<file path="config.mk">
export PLATFORM = sky130hd
export DESIGN_NAME = vfs_clear
export DESIGN_NICKNAME = d
export VERILOG_FILES = /design/src/sv/vfs_pkg.sv /design/src/sv/vfs_clear.sv
export SDC_FILE = /design/constraint.sdc
export NUM_CORES = 1
export LEC_CHECK = 0
export BUFFER_PORTS_ARGS = -buffer_cell sky130_fd_sc_hd__buf_2
export CAP_MARGIN = 20
export CORE_AREA = 2 2 39 41
export DETAILED_ROUTE_END_ITERATION = 7
export DIE_AREA = 0 0 41 43
export SETUP_SLACK_MARGIN = 0.05
export SLEW_MARGIN = 30
export SYNTH_ARGS = -nofsm -noshare
export SYNTH_HDL_FRONTEND = slang
export SYNTH_SLANG_ARGS = --single-unit
</file>
<file path="constraint.sdc">
create_clock -name clk_i -period 2.3 [get_ports clk_i]
set_input_delay 0.46 -clock clk_i [delete_from_list [all_inputs] [get_ports clk_i]]
set_output_delay 0.46 -clock clk_i [all_outputs]
set_load 0.01 [all_outputs]
</file>
<file path="src/sv/vfs_pkg.sv">
package vfs_pkg;

  // store geometry
  localparam int unsigned SlotCount = 512;
  localparam int unsigned SlotW     = $clog2(SlotCount);
  localparam int unsigned DataW     = 64;
  localparam int unsigned EncW      = 15;
  localparam int unsigned HalfW     = DataW / 2;

  localparam logic [SlotW-1:0] SlotZeroAlias = SlotW'(9'h03f);
  localparam logic [4:0]       IndexMask     = 5'h1f;

  // width field of the encoding
  typedef enum logic [1:0] {
    WIDTH_16  = 2'd0,
    WIDTH_64  = 2'd1,
    WIDTH_32  = 2'd2,
    WIDTH_NAT = 2'd3
  } width_e;

  // action codes
  typedef enum logic {
    ACT_READ  = 1'b0,
    ACT_WRITE = 1'b1
  } action_e;

  // clearing sequencer status, seen by the top level
  typedef struct packed {
    logic             busy;
    logic [SlotW-1:0] addr;
  } clr_t;

  // slot of an encoding: index low bits, type, width; slot 0 aliases 0x3f
  function automatic logic [SlotW-1:0] slot_of(input logic [EncW-1:0] enc);
    logic [SlotW-1:0] slot;
    slot = {enc[14:13], enc[11:10], enc[5:1] & IndexMask};
    if (slot == '0) begin
      slot = SlotZeroAlias;
    end
    return slot;
  endfunction

  // value returned by a read of a field
  function automatic logic [DataW-1:0] read_of(input logic [EncW-1:0] enc,
                                               input logic [DataW-1:0] cur);
    logic [DataW-1:0] res;
    case (width_e'(enc[14:13]))
      WIDTH_16: res = {48'd0, cur[15:0]};
      WIDTH_64: res = enc[0] ? {32'd0, cur[DataW-1:HalfW]} : cur;
      WIDTH_32: res = {32'd0, cur[HalfW-1:0]};
      default:  res = cur;
    endcase
    return res;
  endfunction

  // new slot contents for a write of a field
  function automatic logic [DataW-1:0] write_of(input logic [EncW-1:0] enc,
                                                input logic [DataW-1:0] cur,
                                                input logic [DataW-1:0] val);
    logic [DataW-1:0] res;
    case (width_e'(enc[14:13]))
      WIDTH_16: res = {48'd0, val[15:0]};
      WIDTH_64: res = enc[0] ? {val[HalfW-1:0], cur[HalfW-1:0]} : val;
      WIDTH_32: res = {32'd0, val[HalfW-1:0]};
      default:  res = val;
    endcase
    return res;
  endfunction

endpackage

</file>
<file path="src/sv/vfs_clear.sv">
module vfs_clear (
  input  logic          clk_i,
  input  logic          rst_ni,
  output vfs_pkg::clr_t clr_o
);

  logic                      busy_q, busy_d;
  logic [vfs_pkg::SlotW-1:0] addr_q, addr_d;

  // walk every slot once after reset
  always_comb begin
    busy_d = busy_q;
    addr_d = addr_q;
    if (busy_q) begin
      addr_d = addr_q + 1'b1;
      if (addr_q == vfs_pkg::SlotW'(vfs_pkg::SlotCount - 1)) begin
        busy_d = 1'b0;
      end
    end
  end

  always_ff @(posedge clk_i or negedge rst_ni) begin
    if (!rst_ni) begin
      busy_q <= 1'b1;
      addr_q <= '0;
    end else begin
      busy_q <= busy_d;
      addr_q <= addr_d;
    end
  end

  assign clr_o.busy = busy_q;
  assign clr_o.addr = addr_q;

endmodule

</file>
==> impl_summary.txt, run 1 <==
----------------------------------------------------
[Run status]
  Result of the run ... finished, final reports clean

[Floorplan]
  Row cnt ... 14
  I/O pin count ... 12
  Die span in y ... 43 um
  Initial core utilization ... 0.330
  Core Area ... ~1400 sq um
  Die outline area ... roughly 1800 sq um
  Width of the die ... between 40 and 50 um

[Critical path]
  CP Data Required Time ... 1.84 ns
  Worst stage delay on the critical path ... 0.65 ns
  Sum of buffers and inverters on the critical path ... 1
  Top delay family on crit path ... flip-flops
  Endpoint kind of the worst setup timing path ... output pin
  Cell at the slowest stage of the critical path ... sky130_fd_sc_hd__dfstp_2
  Critical path launch point ... busy_q
  Setup CP Type ... register to output pin
  Critical path data arrival time ... 1.08 ns
  Startpoint of the worst register-to-register path ... addr_q[0]
  Crit path cell chain ... buf_2
  Critical-path maximum fanout ... 9
  Startpoint types ... register

[Yosys]
  Share of synthesized area occupied by flip-flops and latches ... 0.551
  Synth Instances ... 35
  Avg Inst Size Synth ... ~13 sq um
  Number of warnings reported in the yosys synthesis log ... 0
  Net count after synthesis ... 39
  Seq cells post-synth ... 10
  Syn Std Cell Area ... between 400 and 500 sq um
  Unique masters post-synth ... 15

[STA]
  Total count of hold-check failures in the final report ... 0
  Highest clock rate ... 649 MHz
  Clock Skews ... around 0.0055 ns
  Fin Setup TNS ... 0 ns
  Max-slew headroom at the worst pin ... 0.838
  Final worst-path cycle share ... 0.670
  Post-Route Hold Slack ... 0.0374 ns
  Min Tclk post-route ... 1.54 ns
  Count of pins over their slew limit ... 0
  Worst Max-Slew Pin Slew ... 0.244 ns
  RSZ-0062 raised after global routing ... false
  Number of setup violations in the final report ... 0

[Power and ir drop]
  Net Sw Frac ... 0.185
  Internal power ... 0.000273 W
  Clock network fraction of total power ... 0.463
  VDD IR max ... 359 uV
  Part of the power in registers ... 0.526
  Switching component of the power ... 0.0000619 W
  Pwr per Cell Area ... 605 nW/um^2
  Lkg Pwr ... 0.317 nW
  Logic pwr share ... 0.011

[Finish]
  Register Area ... 251 sq um
  Area used by multi-input combinational logic ... 190 sq um
  Fill cells ... 142
  Most used cells in the layout excluding fill and tap cells ... 11 x sky130_fd_sc_hd__buf_2, 9 x sky130_fd_sc_hd__dfrtp_1, 4 x sky130_fd_sc_hd__xnor2_1
  Most common cell after layout, fill and taps aside ... sky130_fd_sc_hd__buf_2
  Share of post-route cells with drive strength above 1 ... 0.438
  Net total in the final layout ... 53
  Final non-filler cell area ... 553 sq um
  Layout overhead on the synthesized area ... 21.1%
  Utilization after layout ... 0.400
  Count of antenna diodes in the layout ... 0

[Route]
  Number of nets still failing antenna checks after routing ... 0
  Vias after detailed routing ... 300
  Routed len/inst ... 11.4 um
  DRC violation count after routing ... 0
  Via count normalized by instance count ... between 4 and 5
  Final wirelength ... 729 um
  DRC violation total after the first TritonRoute iteration ... 4
  First-pass DRT Iterations ... 2

[Clocking]
  CTS Hold Buffers Added ... 0
  Clock sinks ... 10
  TritonCTS clock tree ... yes
  Post_cts resized ... 0
  Clock Latency Late Sink ... 0.26 ns
  Buffer depth of the longest clock path ... 2
  Num CTS Buffers ... 3
  Clock-pin transition on the worst setup and hold timing paths ... 0.07 ns
  Number of setup buffers added after CTS ... 0
  CTS root buf ... sky130_fd_sc_hd__clkbuf_4
  Number of H-tree branching levels ... 1

[Placed design]
  Port-buffer cells ... 11
  DP Wirelength ... 552 um
  Cell Area, Placed ... 517 sq um
  Global placement routability congestion ... 0.658

[Global routing]
  GRT Overall Usage ... 0.122
  Vias in the first global route ... 299
  Final global-route overflow total ... 0
  Largest net degree at the start of global routing ... 11
  Global-route wire length before repair ... between 1000 and 1500 um
  Number of antenna violations at the first check in global routing ... 0

[Worst hold path]
  Path type of the worst min-delay path ... input port to asynchronous set/reset pin

[Flow run]
  Max_cap viols ... 0

----------------------------------------------------
-- synthesized netlist by cell type --
master | instances | area share
sky130_fd_sc_hd__dfrtp_1 | 9 | 0.49
sky130_fd_sc_hd__xnor2_1 | 4 | 0.077
sky130_fd_sc_hd__nand4_1 | 3 | 0.041
sky130_fd_sc_hd__xor2_1 | 3 | 0.058
sky130_fd_sc_hd__buf_4 | 2 | 0.033
sky130_fd_sc_hd__ha_1 | 2 | 0.055
sky130_fd_sc_hd__mux2_2 | 2 | 0.049
sky130_fd_sc_hd__nand2_1 | 2 | 0.016
sky130_fd_sc_hd__nor2_2 | 2 | 0.027
sky130_fd_sc_hd__and3_1 | 1 | 0.014
sky130_fd_sc_hd__dfstp_2 | 1 | 0.058
sky130_fd_sc_hd__nand3_1 | 1 | 0.011
sky130_fd_sc_hd__nand4_4 | 1 | 0.047
sky130_fd_sc_hd__nor2_1 | 1 | 0.0082
sky130_fd_sc_hd__nor2b_1 | 1 | 0.014
-- layout make-up --
cell class	instances	area share
Timing Repair Buffer	11	0.0995
Sequential cell	10	0.455
Clock buffer	4	0.0656
Multi-Input combinational cell	23	0.344
Tap cell	16	0.0362
-- flip-flops by register name (all words and copies together), names as in the netlist --
register  flops
addr_q        9
busy_q        1
-- per-stage QoR --
step                      setup WS (ns)  std cells  total power, W
final                             0.758         64        0.000334
after global routing              0.683         64        0.000355
after CTS                         0.745         64        0.000341
after detailed placement          0.803         60        0.000183
after global placement            0.859         60        0.000183
after floorplan                   0.841         35        0.000179
-- worst paths after layout --
check                             to  slack (ns)  cells after the start
min in group clk_i         addr_q[6]        0.50                      1
hold reg to reg            addr_q[6]        0.50                      1
setup / recovery            clr_o[9]        0.76                      1
max in group asynchronous     busy_q        2.01                      1
setup reg to reg           addr_q[8]        0.81                      5
hold / removal             addr_q[2]        0.04                      1
-- per-layer routing --
layer	routed length (um)	vias up	global-route usage
met2	333	12	0.156
met3	62	2	0.0942
met1	322	142	0.143
met4	10	0	0.0600
li1	-	144	-
met5	0	-	0
-- power by group through the flow --
| stage | registers, W | logic, W | clock network [W] |
|---|---|---|---|
| 3_3_place_gp | 0.000179 | 0.00000415 | 0 |
| 4_1_cts | 0.000176 | 0.00000415 | 0.000161 |
| 6_report | 0.000176 | 0.00000378 | 0.000155 |
| 3_5_place_dp | 0.000179 | 0.00000414 | 0 |
| 5_1_grt | 0.000176 | 0.00000452 | 0.000175 |
| 2_1_floorplan | 0.000179 | 0.000000000111 | 0 |
-- cell families after synthesis --
logic type / after synthesis / share of synthesized area
buffers and inverters: 2 / 0.0329
muxes: 2 / 0.0493
adders and majority gates: 2 / 0.0548
and+or+nand+nor: 12 / 0.178
DFF: 10 / 0.551
xor gates and xnor gates: 7 / 0.134
(Power assumes the default switching activity.)
==> inputs of run 2 (changes only) <==
--- a/config.mk
+++ b/config.mk
@@ -5,6 +5,7 @@
 export SDC_FILE = /design/constraint.sdc
 export NUM_CORES = 1
 export LEC_CHECK = 0
+export ABC_AREA = 1
 export BUFFER_PORTS_ARGS = -buffer_cell sky130_fd_sc_hd__buf_2
 export CAP_MARGIN = 20
 export CORE_AREA = 2 2 39 41
==> constraint.sdc (replaced) <==
create_clock -name clk_i -period 1.3 [get_ports clk_i]
set_input_delay 0.26 -clock clk_i [delete_from_list [all_inputs] [get_ports clk_i]]
set_output_delay 0.26 -clock clk_i [all_outputs]
set_load 0.01 [all_outputs]
==> run 2 against run 1 <==
Net effect: register-to-register slack got worse by 0.74 ns; count of clock-buffer cells in the layout stayed put; total power increased by 78%; clock skew decreased by 0.0030 ns; die area stayed put; cell count increased by 50%; sequential share of layout area down 7.8 points; critical path depth grew 5; clock power is 77% higher; first-iteration DRC count unchanged; worst setup slack worse by 0.68 ns; sequential power grew 77%.
==> impl_summary.txt, run 2 <==
----------------------------------------------------
[Critical path]
  Crit path cell chain ... ha_2, nand3_1, nor3_2, ha_1, nand2_1, nand2_1
  Critical path data arrival time ... 1.38 ns (+0.30 ns)
  Top delay family on crit path ... adder cells
  Endpoint kind of the worst setup timing path ... register
  Startpoint of the worst register-to-register path ... addr_q[1]
  CP Data Required Time ... 1.46 ns (-0.38 ns)
  Critical-path maximum fanout ... 2 (-7)
  Sum of buffers and inverters on the critical path ... 0 (-1)
  Reg2reg end ... addr_q[8]
  Setup CP Type ... register to register
  Path depth of the worst reg2reg path ... 6 (+1)
  Logic depth of the worst path, buffers included ... 6 (+5)
  Critical path's most frequent cell ... sky130_fd_sc_hd__nand2_1
  Worst stage delay on the critical path ... 0.38 ns (-0.27 ns)
  Startpoint types ... register
  Critical path launch point ... addr_q[1]
  Register-to-register path setup slack ... 0.07 ns (-0.74 ns)
  Cell at the slowest stage of the critical path ... sky130_fd_sc_hd__dfrtp_1
  Worst setup path endpoint ... addr_q[8]

[Flow run]
  Max_cap viols ... 0 (unchanged)

[Route]
  DRC violation count after routing ... 0 (unchanged)
  DRC violation total after the first TritonRoute iteration ... 4 (unchanged)
  Final wirelength ... 996 um (+37%)
  Vias after detailed routing ... 431 (+44%)
  Via count normalized by instance count ... 4.49 (-4.2%)
  First-pass DRT Iterations ... 4 (+2)
  Routed len/inst ... 10.4 um (-8.9%)
  Number of nets still failing antenna checks after routing ... 0 (unchanged)

[Yosys]
  Dominant cell by count in the synthesized netlist ... sky130_fd_sc_hd__nand2_1
  Net count after synthesis ... 62 (+59%)
  Largest cells by area after synthesis ... sky130_fd_sc_hd__dfrtp_1 45%, sky130_fd_sc_hd__nand2_1 17%, sky130_fd_sc_hd__dfstp_2 5.3%
  Syn Std Cell Area ... 495 sq um (+8.5%)
  Unique masters post-synth ... 13 (-2)
  Top cells by instance count after synthesis ... 22 x sky130_fd_sc_hd__nand2_1, 9 x sky130_fd_sc_hd__dfrtp_1, 7 x sky130_fd_sc_hd__inv_1, 4 x sky130_fd_sc_hd__nor2_1
  Synth Instances ... 58 (+66%)
  Seq cells post-synth ... 10 (unchanged)
  Share of synthesized area occupied by flip-flops and latches ... 0.508 (-0.0431)
  Fraction of registers with async set/reset ... 1.00 (unchanged)
  Post-synth top area share ... 0.455 (-0.0386)
  Number of warnings reported in the yosys synthesis log ... 0 (unchanged)
  Cell taking the most area after synthesis ... sky130_fd_sc_hd__dfrtp_1
  Avg Inst Size Synth ... 8.54 sq um (-35%)
  Most used flip-flop cell after synthesis ... sky130_fd_sc_hd__dfrtp_1
  EDFF count, synth ... 0 (unchanged)

[STA]
  Max-slew headroom at the worst pin ... 0.847 (+0.00945)
  Worst Max-Slew Pin Slew ... 0.229 ns (-0.0142 ns)
  Final worst-path cycle share ... 0.942
  Number of setup violations in the final report ... 0 (unchanged)
  Clock Skews ... 0.00256 ns (-0.00295 ns)
  Highest clock rate ... 816 MHz
  Min Tclk post-route ... about 1.2 ns
  Total count of hold-check failures in the final report ... 0 (unchanged)
  RSZ-0062 raised after global routing ... true
  Count of pins over their slew limit ... 0 (unchanged)
  Fin Setup TNS ... 0 ns (unchanged)
  Min setup slack post-route ... 0.0749 ns (-0.683 ns)

[Finish]
  Area used by multi-input combinational logic ... 218 sq um (+14%)
  Most used cells in the layout excluding fill and tap cells ... 22 x sky130_fd_sc_hd__nand2_1, 11 x sky130_fd_sc_hd__buf_2, 8 x sky130_fd_sc_hd__dfrtp_1
  Most common cell after layout, fill and taps aside ... sky130_fd_sc_hd__nand2_1
  Utilization after layout ... 0.485 (+0.0850)
  Layout overhead on the synthesized area ... 35.4%
  Final non-filler cell total ... 96 (+50%)
  Count of antenna diodes in the layout ... 0 (unchanged)
  Number of flip-flops in the largest register ... 9 (unchanged)
  Register Area ... 253 sq um (+0.50%)
  Largest registers in the final layout ... addr_q (9), busy_q (1)
  Fill cells ... 133 (-6.3%)
  Share of post-route cells with drive strength above 1 ... 0.363 (-0.0750)
  Largest register by flop count ... addr_q
  Net total in the final layout ... 85 (+60%)

[Floorplan]
  I/O pin count ... 12 (unchanged)
  Core Area ... 1380 sq um (unchanged)
  Die span in y ... 43 um (unchanged)
  Initial core utilization ... 0.358 (+0.0280)
  Row cnt ... 14 (unchanged)
  Width of the die ... 41 um (unchanged)
  Die outline area ... 1760 sq um (unchanged)

[Clocking]
  Clock-pin transition on the worst setup and hold timing paths ... 0.07 ns (about the same)
  Number of H-tree branching levels ... 1 (unchanged)
  Clock Latency Late Sink ... 0.26 ns (about the same)
  Clock sinks ... 10 (unchanged)
  Buffer depth of the longest clock path ... 2 (unchanged)
  CTS root buf ... sky130_fd_sc_hd__clkbuf_4
  TritonCTS clock tree ... yes
  Num CTS Buffers ... 3 (unchanged)

[Placed design]
  Number of placed cells counting well taps ... 89 (+48%)
  Global placement routability congestion ... 0.729 (+11%)
  DP Wirelength ... 733 um (+33%)
  Post-Place Setup Slack ... 0.0643 ns (-0.738 ns)
  Port-buffer cells ... 11 (unchanged)

[Global routing]
  Vias in the first global route ... 393 (+31%)
  Global-route wire length before repair ... 1640 um (+21%)
  GRT Overall Usage ... 0.144 (+0.0222)
  Number of antenna violations at the first check in global routing ... 0 (unchanged)
  Final global-route overflow total ... 0 (unchanged)
  GRT met3 Usage ... 0.0471 (-0.0471)
  Met1 usage in global routing ... 0.179 (+0.0360)
  Layer with the highest usage ... met2
  Met2 routing resource usage after global routing ... 0.200 (+0.0438)
  Largest net degree at the start of global routing ... 11 (unchanged)

[Worst hold path]
  Path type of the worst min-delay path ... input port to asynchronous set/reset pin

[Power and ir drop]
  Lkg Pwr ... 0.400 nW (+26%)
  VDD IR max ... 430 uV (+20%)
  Pwr per Cell Area ... 886 nW/um^2 (+46%)

[Run status]
  Result of the run ... finished, final reports clean

----------------------------------------------------
## run 2: changes by cell type after synthesis, sizes merged, moves of 2 or more
cell,previous run,this run
nor2,3,5
xnor2,4,0
nand4,4,0
nand2,2,24
mux2,2,0
nand3b,0,3
inv,0,7
## run 2: cell type report
| cell class | count | share of cell area |
|---|---|---|
| inverter | 7 | 0.0392 |
| sequential | 10 | 0.377 |
| timing repair buffer | 19 | 0.175 |
| clock buffer | 4 | 0.0541 |
| multi-input combinational | 40 | 0.325 |
| tap | 16 | 0.0299 |
## run 2: worst min path at each step
| stage | endpoint | slack (ns) | cells past startpoint |
|---|---|---|---|
| after global routing | addr_q[1] | 0.42 | 2 |
| after floorplan | addr_q[0] | -0.04 | 0 |
| after detailed placement | addr_q[1] | 0.13 | 1 |
| after CTS | addr_q[1] | 0.38 | 2 |
| final | addr_q[1] | 0.38 | 2 |
| after global placement | addr_q[1] | 0.13 | 1 |
## run 2: stage by stage
step | power, W | hold WS (ns) | instance area (sq um)
global route | 0.000627 | 0.416 | 671
floorplan | 0.000317 | -0.0356 | 497
global placement | 0.000325 | 0.134 | 602
finish | 0.000594 | 0.385 | 671
CTS | 0.000605 | 0.384 | 663
detailed placement | 0.000324 | 0.134 | 602
## run 2: power breakdown
group	leakage, nW	switching, W	internal, W
logic	0.244	0.00000618	0.00000306
clock network	0.0210	0.000104	0.000170
registers	0.134	0	0.000311
## run 2: kinds of logic (layout without fill, tap and decap cells)
logic type               Yosys count  count (layout)  share of synthesized area
AND/OR/NAND/NOR                   35              35                      0.321
flip-flops                        10              10                      0.508
adder cells (fa/ha/maj)            2               2                     0.0505
buffers and inverters              8              30                     0.0682
XOR/XNOR                           3               3                     0.0530
## run 2: timing repair
action                                  4_1_cts  5_1_grt
setup buffers                                 2        0
endpoints found under the setup margin        1        1
pin swaps                                     0        1
gates resized for setup                       0        2
hold endpoints to repair                      9        0
hold buffers                                  1        0
## run 2: routing by layer
layer	part of all wire	wire length, um	up-vias
met1	0.44	439	197
li1	-	-	219
met5	0	0	-
met4	0.023	23	0
met3	0.039	39	4
met2	0.50	494	11
